===== src/hdl/eafd_pkg.sv =====
package eafd_pkg;

    localparam int DEGREE_FRACTION_BITS = 12;

    localparam int BYTE_W     = 8;
    localparam int ANGLE_BITS = 21;
    localparam int STATUS_W   = 3;
    localparam int PAYLOAD_W  = 3 * BYTE_W;
    localparam int POS_W      = 3;

    localparam int DEG_SCALE   = 360;
    localparam int DEG_SCALE_W = $clog2(DEG_SCALE + 1);
    localparam int PROD_W      = ANGLE_BITS + DEG_SCALE_W;
    localparam int DEG_SHIFT   = ANGLE_BITS - DEGREE_FRACTION_BITS;

    localparam logic [BYTE_W-1:0]     CRC_POLY   = 8'h07;
    localparam logic [BYTE_W-1:0]     CRC_INIT   = 8'h00;
    localparam logic [ANGLE_BITS-1:0] ANGLE_MASK = {ANGLE_BITS{1'b1}};

    // position within the frame
    localparam logic [POS_W-1:0] POS_CMD0 = 3'd0;
    localparam logic [POS_W-1:0] POS_B2   = 3'd2;
    localparam logic [POS_W-1:0] POS_B4   = 3'd4;
    localparam logic [POS_W-1:0] POS_CRC  = 3'd5;
    localparam logic [POS_W-1:0] POS_DONE = 3'd6;

    typedef struct packed {
        logic [ANGLE_BITS-1:0] angle_count;
        logic [STATUS_W-1:0]   status_bits;
        logic [BYTE_W-1:0]     crc_received;
        logic [BYTE_W-1:0]     crc_computed;
        logic                  crc_match;
        logic                  frame_error;
        logic [ANGLE_BITS-1:0] angle_degrees;
    } result_t;

    // msb-first crc-8, one byte unrolled
    function automatic logic [BYTE_W-1:0] crc8_byte(input logic [BYTE_W-1:0] crc,
                                                    input logic [BYTE_W-1:0] data);
        logic [BYTE_W-1:0] c;
        c = crc ^ data;
        for (int k = 0; k < BYTE_W; k++) begin
            if (c[BYTE_W-1])
                c = {c[BYTE_W-2:0], 1'b0} ^ CRC_POLY;
            else
                c = {c[BYTE_W-2:0], 1'b0};
        end
        return c;
    endfunction

    // raw * 360 >> (21 - fraction bits), saturating at 21 bits
    function automatic logic [ANGLE_BITS-1:0] to_degrees(input logic [ANGLE_BITS-1:0] raw);
        logic [PROD_W-1:0] prod;
        logic [PROD_W-1:0] deg;
        prod = PROD_W'(raw) * PROD_W'(DEG_SCALE);
        deg  = prod >> DEG_SHIFT;
        if (|deg[PROD_W-1:ANGLE_BITS])
            return ANGLE_MASK;
        return deg[ANGLE_BITS-1:0];
    endfunction

endpackage


===== src/hdl/eafd_item_if.sv =====
interface eafd_item_if;
    import eafd_pkg::*;

    logic              valid;
    logic              ready;
    logic [BYTE_W-1:0] rx_byte;
    logic              frame_first;

    modport source (output valid, output rx_byte, output frame_first, input ready);
    modport sink   (input valid, input rx_byte, input frame_first, output ready);
endinterface


===== src/hdl/eafd_result_if.sv =====
interface eafd_result_if;
    import eafd_pkg::*;

    logic                  valid;
    logic                  ready;
    logic [ANGLE_BITS-1:0] angle_count;
    logic [STATUS_W-1:0]   status_bits;
    logic [BYTE_W-1:0]     crc_received;
    logic [BYTE_W-1:0]     crc_computed;
    logic                  crc_match;
    logic                  frame_error;
    logic [ANGLE_BITS-1:0] angle_degrees;

    modport source (output valid, output angle_count, output status_bits,
                    output crc_received, output crc_computed, output crc_match,
                    output frame_error, output angle_degrees, input ready);
    modport sink   (input valid, input angle_count, input status_bits,
                    input crc_received, input crc_computed, input crc_match,
                    input frame_error, input angle_degrees, output ready);
endinterface


===== src/hdl/encoder_angle_frame_decoder_top.sv =====
// angle burst frame decoder with crc-8 check
//
// item channel: one received byte per transfer, frame_first marks byte 0 of
// a frame. bytes 0 and 1 are skipped, bytes 2 to 4 carry angle and status,
// byte 5 is the crc sent by the sensor.
// result channel: one transfer per complete frame, registered; valid rises
// the cycle after the crc byte is taken.
// throughput: one byte per cycle while no result waits on a stalled
// receiver. the byte-wide unrolled crc step updates the frame crc; the 21x9
// degrees multiply lies between the frame state and the result register.
// the item side keeps taking bytes while the result register is empty or
// being drained in the same cycle; while a result waits on a stalled
// receiver, item ready is low and the result holds.
// config: cfg_we writes cfg_data into check_enable (reset value 1).
// reset clears the frame position, crc and payload, empties the result
// register and sets check_enable; the first frame after reset decodes from
// its first byte even without the frame_first mark.
module encoder_angle_frame_decoder_top (
    input  logic                 clk,
    input  logic                 rst_n,
    input  logic                 cfg_we,
    input  logic                 cfg_data,
    eafd_item_if.sink            item,
    eafd_result_if.source        result
);
    import eafd_pkg::*;

    logic    check_enable_reg;
    logic    out_valid_reg;
    result_t out_reg;
    logic    accept;
    logic    emit;
    result_t frame_result;

    assign item.ready = ~out_valid_reg | result.ready;
    assign accept     = item.valid & item.ready;

    eafd_frame_track u_track (
        .clk          (clk),
        .rst_n        (rst_n),
        .accept       (accept),
        .rx_byte      (item.rx_byte),
        .frame_first  (item.frame_first),
        .check_enable (check_enable_reg),
        .emit         (emit),
        .result       (frame_result)
    );

    always_ff @(posedge clk or negedge rst_n)
    begin
        if (!rst_n)
            check_enable_reg <= 1'b1;
        else if (cfg_we)
            check_enable_reg <= cfg_data;
    end

    always_ff @(posedge clk or negedge rst_n)
    begin
        if (!rst_n)
            out_valid_reg <= 1'b0;
        else if (accept && emit)
            out_valid_reg <= 1'b1;
        else if (result.ready)
            out_valid_reg <= 1'b0;
    end

    always_ff @(posedge clk)
    begin
        if (accept && emit)
            out_reg <= frame_result;
    end

    assign result.valid         = out_valid_reg;
    assign result.angle_count   = out_reg.angle_count;
    assign result.status_bits   = out_reg.status_bits;
    assign result.crc_received  = out_reg.crc_received;
    assign result.crc_computed  = out_reg.crc_computed;
    assign result.crc_match     = out_reg.crc_match;
    assign result.frame_error   = out_reg.frame_error;
    assign result.angle_degrees = out_reg.angle_degrees;

endmodule


===== src/hdl/eafd_frame_track.sv =====
module eafd_frame_track (
    input  logic                           clk,
    input  logic                           rst_n,
    input  logic                           accept,
    input  logic [eafd_pkg::BYTE_W-1:0]    rx_byte,
    input  logic                           frame_first,
    input  logic                           check_enable,
    output logic                           emit,
    output eafd_pkg::result_t              result
);
    import eafd_pkg::*;

    logic [POS_W-1:0]     pos_reg;
    logic [POS_W-1:0]     pos_next;
    logic [BYTE_W-1:0]    crc_reg;
    logic [BYTE_W-1:0]    crc_next;
    logic [PAYLOAD_W-1:0] payload_reg;
    logic [PAYLOAD_W-1:0] payload_next;

    logic [POS_W-1:0]     pos;
    logic [BYTE_W-1:0]    crc_base;
    logic [PAYLOAD_W-1:0] payload_base;
    logic                 match;

    always_comb
    begin
        pos          = frame_first ? POS_CMD0 : pos_reg;
        crc_base     = (pos == POS_CMD0) ? CRC_INIT : crc_reg;
        payload_base = (pos == POS_CMD0) ? '0 : payload_reg;
        crc_next     = crc_base;
        payload_next = payload_base;
        if (pos inside {[POS_B2:POS_B4]})
        begin
            crc_next     = crc8_byte(crc_base, rx_byte);
            payload_next = {payload_base[PAYLOAD_W-BYTE_W-1:0], rx_byte};
        end
        if (pos >= POS_CRC)
            pos_next = POS_DONE;
        else
            pos_next = pos + POS_W'(1);
    end

    // at the crc byte the payload is already complete in payload_reg
    assign emit  = (pos == POS_CRC);
    assign match = (crc_reg == rx_byte);

    always_comb
    begin
        result.angle_count   = payload_reg[PAYLOAD_W-1:STATUS_W];
        result.status_bits   = payload_reg[STATUS_W-1:0];
        result.crc_received  = rx_byte;
        result.crc_computed  = crc_reg;
        result.crc_match     = match;
        result.frame_error   = check_enable & ~match;
        result.angle_degrees = to_degrees(payload_reg[PAYLOAD_W-1:STATUS_W]);
    end

    always_ff @(posedge clk or negedge rst_n)
    begin
        if (!rst_n)
        begin
            pos_reg     <= POS_CMD0;
            crc_reg     <= CRC_INIT;
            payload_reg <= '0;
        end
        else if (accept)
        begin
            pos_reg     <= pos_next;
            crc_reg     <= crc_next;
            payload_reg <= payload_next;
        end
    end

endmodule


===== src/flat_wrapper.sv =====
// flat-port wrapper written by rule: the top's interface ports become plain ports
module encoder_angle_frame_decoder_top_flat import eafd_pkg::*;
  (clk, rst_n, cfg_we, cfg_data, item_valid, item_rx_byte, item_frame_first, item_ready, result_valid, result_angle_count, result_status_bits, result_crc_received, result_crc_computed, result_crc_match, result_frame_error, result_angle_degrees, result_ready);
  eafd_item_if item_i ();
  eafd_result_if result_i ();
  input  logic clk;
  input  logic rst_n;
  input  logic cfg_we;
  input  logic cfg_data;
  input wire logic [$bits(item_i.valid)-1:0] item_valid;
  input wire logic [$bits(item_i.rx_byte)-1:0] item_rx_byte;
  input wire logic [$bits(item_i.frame_first)-1:0] item_frame_first;
  output wire logic [$bits(item_i.ready)-1:0] item_ready;
  output wire logic [$bits(result_i.valid)-1:0] result_valid;
  output wire logic [$bits(result_i.angle_count)-1:0] result_angle_count;
  output wire logic [$bits(result_i.status_bits)-1:0] result_status_bits;
  output wire logic [$bits(result_i.crc_received)-1:0] result_crc_received;
  output wire logic [$bits(result_i.crc_computed)-1:0] result_crc_computed;
  output wire logic [$bits(result_i.crc_match)-1:0] result_crc_match;
  output wire logic [$bits(result_i.frame_error)-1:0] result_frame_error;
  output wire logic [$bits(result_i.angle_degrees)-1:0] result_angle_degrees;
  input wire logic [$bits(result_i.ready)-1:0] result_ready;
  assign item_i.valid = item_valid;
  assign item_i.rx_byte = item_rx_byte;
  assign item_i.frame_first = item_frame_first;
  assign item_ready = item_i.ready;
  assign result_valid = result_i.valid;
  assign result_angle_count = result_i.angle_count;
  assign result_status_bits = result_i.status_bits;
  assign result_crc_received = result_i.crc_received;
  assign result_crc_computed = result_i.crc_computed;
  assign result_crc_match = result_i.crc_match;
  assign result_frame_error = result_i.frame_error;
  assign result_angle_degrees = result_i.angle_degrees;
  assign result_i.ready = result_ready;
  encoder_angle_frame_decoder_top u_core (.clk(clk), .rst_n(rst_n), .cfg_we(cfg_we), .cfg_data(cfg_data), .item(item_i), .result(result_i));
endmodule

===== config.mk =====
export PLATFORM = sky130hd
export DESIGN_NAME = encoder_angle_frame_decoder_top_flat
export DESIGN_NICKNAME = d
export VERILOG_FILES = /design/src/hdl/eafd_pkg.sv /design/src/hdl/eafd_item_if.sv /design/src/hdl/eafd_result_if.sv /design/src/hdl/encoder_angle_frame_decoder_top.sv /design/src/hdl/eafd_frame_track.sv /design/src/flat_wrapper.sv
export SDC_FILE = /design/constraint.sdc
export NUM_CORES = 1
export LEC_CHECK = 0
export ABC_AREA = 1
export BUFFER_PORTS_ARGS = -buffer_cell sky130_fd_sc_hd__buf_4
export CAP_MARGIN = 20
export CORE_ASPECT_RATIO = 1.1
export CORE_MARGIN = 2
export CORE_UTILIZATION = 55
export CTS_BUF_LIST = sky130_fd_sc_hd__clkbuf_4 sky130_fd_sc_hd__clkbuf_8 sky130_fd_sc_hd__clkbuf_16
export CTS_CLUSTER_SIZE = 30
export DETAILED_ROUTE_END_ITERATION = 12
export PLACE_DENSITY = 0.73
export SYNTH_ARGS = -nofsm -noshare
export SYNTH_HDL_FRONTEND = slang
export SYNTH_SLANG_ARGS = --single-unit

===== constraint.sdc =====
create_clock -name clk -period 4.9 [get_ports clk]
set_input_delay 0.49 -clock clk [delete_from_list [all_inputs] [get_ports clk]]
set_output_delay 0.49 -clock clk [all_outputs]
set_load 0.01 [all_outputs]

# Word level (Yosys, flattened, before mapping)
# Cells that the tools add are included.
# totals
regBits	100
input_bits	15
out_inout_bits	65
word_cells	63
# classes
n_addsub	1
mul	1
order_cmp	3
eq_ne	2
n_mux	23
bitwise_logic	14
reduce_logical	6
# ops
cell	count
$mux W8	9
$mux W24	2
$mux W3	10
$mul A21 B6 Y27 const B	1
$not A3 Y3	8
$eq A8 B8 Y1	1
$xor A8 B8 Y8	1
$reduce_bool A2 Y1	2
$add A3 B1 Y3 const B	1
$eq A3 B3 Y1 const B	1
$ge A3 B2 Y1 const B	1
$ge A3 B3 Y1 const B	1
$le A3 B3 Y1 const B	1
$logic_not A3 Y1	1
$and A1 B1 Y1	2
$logic_and A1 B1 Y1	2
$mux W1	2
$not A1 Y1	2
$reduce_and A2 Y1	1
$or A1 B1 Y1	1

# Longest topological paths before layout
# depth
ltp_word	28
mapped_depth	16

# Modules after synthesis
# Synthesis repeated with hierarchy kept, for this count alone.
# hier_totals
hier_cells	769
area_unflattened_um2	7040.5
# by_module_without_submodules
mod	instances	cells_per_inst	area_each_um2
eafd_frame_track	1	693	5046.1
encoder_angle_frame_decoder_top	1	76	1994.4

# Worst setup path after synthesis
# No wires, ideal clock.
# synth_timing
path_kind	input to register
start	input port item_frame_first
end	register u_core.out_reg (netlist bit u_core.result.angle_count[0]), enable pin
arrival_time_ns	3.767
path_slack_ns	0.648
path_stages	6
path_cell_list	nor2_1 ha_1 inv_1 nor2_1 inv_1 nor2_1
# synth_between
elab_chain_len	3
# synth_lines
element	line_no	rtl
start: declaration	flat_wrapper.sv:12	input wire logic [$bits(item_i.frame_first)-1:0] item_frame_first;
$mux W3	eafd_frame_track.sv:27	pos = frame_first ? POS_CMD0 : pos_reg;
$eq A3 B3 Y1	eafd_frame_track.sv:44	assign emit = (pos == POS_CRC);
$logic_and A1 B1 Y1	encoder_angle_frame_decoder_top.sv:69	if (accept && emit)
end signal: assignment	encoder_angle_frame_decoder_top.sv:70	out_reg <= frame_result;
end: declaration	encoder_angle_frame_decoder_top.sv:30	result_t out_reg;
# No other way between the ends.
# A chain may end at the register's enable or synchronous reset.

==> flow_summary_export.csv <==
group,metric,value,unit
logic_synthesis,ys_top_cells_by_area,"edfxtp_1 (27%), dfrtp_1 (13%), ha_1 (11%), nand2_1 (8.3%), fa_1 (7.5%)",
route,antenna_left,0,
logic_synthesis,seq_area_frac_synth,40.9,%
critical_path,r2r_setup_slack,1.22,ns
die,dieArea,13500,µm²
global_routing,grt_pass1_vias,5423,
finish,num-fill-cells,1015,
placement,place.gp.congestion,0.857,
flow_run,cap_violations,0,
route,route.vias.total,5466,
placement,portBuffers,79,
logic_synthesis,synth_top_area_share,27.4,%
global_routing,grt_first_pass_wirelength,27.0,mm
clock_network,cts_buffer_depth,2,
finish,nets,946,
finish,drive_above_1_share,13.2,%
placement,dp_hpwl,12.8,mm
critical_path,path_max_fanout,6,
die,fp-row-count,42,
route,drc_errors,0,
global_routing,overflow,0,
die,start_util,56.8,%
finish,antenna_cells,0,
clock_network,cts-root-buf,"clkbuf_16",
worst_hold_path,min_path_type,"in2async",
finish,largest_reg_flops,24,
timing,finClkSkew,0.00799,ns
logic_synthesis,synth_commonest_cells,"nand2_1 (153), inv_1 (125), edfxtp_1 (63), ha_1 (61), nand3_1 (58)",
critical_path,crit_path_start_kind,"register",
timing,max_clock_freq,271,MHz
route,drt_iter0_drc,340,
logic_synthesis,synth_edf_count,63,
timing,setup_viol,0,
logic_synthesis,synth_top_cell_by_area,"edfxtp_1",
timing,hold_viol_final,0,
critical_path,worstPathArrival,3.80,ns
global_routing,antenna_found_initial,0,
clock_network,numClockSinks,100,
logic_synthesis,synth_most_common_cell,"nand2_1",
timing,rsz0062_at_grt,"no",
route,drt-pass1-iter-count,5,
clock_network,cts-resized-gates,0,
route,viasPerCell,5.45,
logic_synthesis,syn_avg_cell_area,8.98,µm²
logic_synthesis,ys_warn_count,0,
timing,post-route-min-period,3.68,ns
logic_synthesis,async_reset_ff_share,37.0,%
die,die_x,111,µm
clock_network,clk_latency,0.36,ns
clock_network,post_cts_buffers,0,
timing,setup_tns,0,ns
timing,tightest_slew,0.867,ns
global_routing,track_usage,25.4,%
timing,drv_slew,0,
logic_synthesis,ys_seq_elements,100,
route,wl_per_cell,16.5,µm
clock_network,holdBufCountCts,0,
clock_network,numCtsBuffers,9,
global_routing,grt_max_degree,47,
clock_network,h-tree-depth,3,
die,die_y,121,µm
timing,relSlewSlack,42.1,%
clock_network,cts_tree,"done",
logic_synthesis,syn-instance-count,768,
logic_synthesis,syn_area,6900,µm²
critical_path,end_kind,"register",
critical_path,path_class,"reg2reg",
critical_path,cp.required,5.02,ns
die,ioPinCount,80,
route,drt_wl_total,16.6,mm
timing,fin_crit_sh,75.2,%
clock_network,clk_pin_slew,0.08,ns
outcome,status,"completed",
logic_synthesis,synth_ff_type,"edfxtp_1",
logic_synthesis,synth_fp_nets,870,
die,core-area,12100,µm²
finish,syn_to_final_growth,15.1,%
logic_synthesis,yosysUniqueCellTypes,37,
## cell usage in the layout, fill, tap and decap left out, types with 2 or more instances in the layout
cell,n
a21oi_1,39
nand4_1,13
nand3_1,58
inv_2,3
a21o_1,8
a31oi_1,16
clkinvlp_4,3
ha_1,61
buf_4,80
edfxtp_1,63
a21boi_0,2
dfrtp_1,36
xnor2_1,16
nand2_2,6
o21a_1,2
o22ai_1,2
nand2_1,153
nor3_1,9
nor4_1,3
inv_8,2
nor2_1,36
fa_1,26
xor2_1,26
o21bai_1,5
o21ai_0,28
inv_1,125
clkbuf_16,9
o21ai_1,7
## cell families after synthesis
kind of cell             share of synthesized area [%]
AO/OA/AOI/OAI                                     9.36
buffers and inverters                             8.00
flip-flops                                        40.9
AND/OR/NAND/NOR                                   17.8
XOR/XNOR                                          5.33
adder cells (fa/ha/maj)                           18.6
## worst paths after layout
check / end / cells past startpoint / startpoint
setup / recovery: u_core.result.angle_degrees[17]$_DFFE_PP_ / 14 / u_core.u_track.payload_reg[12]$_DFFE_PN0P_
hold / removal: u_core.u_track.crc_reg[0]$_DFFE_PN0P_ / 1 / rst_n
setup reg to reg: u_core.result.angle_degrees[17]$_DFFE_PP_ / 14 / u_core.u_track.payload_reg[12]$_DFFE_PN0P_
hold reg to reg: u_core.check_enable_reg$_DFFE_PN1P_ / 2 / u_core.check_enable_reg$_DFFE_PN1P_
max in group asynchronous: u_core.result.valid$_DFFE_PN0P_ / 1 / rst_n
min in group clk: u_core.check_enable_reg$_DFFE_PN1P_ / 2 / cfg_we
## critical path, cell delays in order (launching register included)
cell and delay (ns):
dfrtp_1 0.46, ha_1 0.35, inv_1 0.06, fa_1 0.50, fa_1 0.54, inv_1 0.04, ha_1 0.37, a21oi_1 0.21
inv_1 0.06, a31oi_1 0.26, o21ai_0 0.23, nand2_1 0.16, nand3_1 0.08, nand2_1 0.07, nand2_1 0.05
## area by class of cell
cell class,count,area [µm²],share of cell area (%)
clock buffer,9,225,2.84
multi-input combinational,525,3530,44.5
clock inverter,7,83.8,1.06
timing repair buffer,80,601,7.57
inverter,128,480,6.05
sequential,100,2820,35.5
tap,154,193,2.43
## metrics by stage
step	cells	setup WS (ns)	area [µm²]	util [%]	hold WS, ns
after floorplan	768	0.648	6900	-	0.194
after global placement	987	1.26	7630	62.8	0.474
after detailed placement	987	1.23	7630	62.8	0.480
after CTS	1003	1.21	7940	65.4	0.117
after global routing	1003	0.990	7940	65.4	0.130
final	1003	1.22	7940	65.4	0.0890
## metal layers
layer | share of wire, % | up-vias | global-route usage [%]
li1 | - | 2703 | -
met1 | 40 | 2608 | 28.9
met2 | 54 | 129 | 48.8
met3 | 3.3 | 26 | 2.65
met4 | 2.4 | 0 | 10.0
met5 | 0 | - | 0
Power is not shown: default switching activity piles up to over one toggle a cycle in this logic, so the estimate is an artifact.
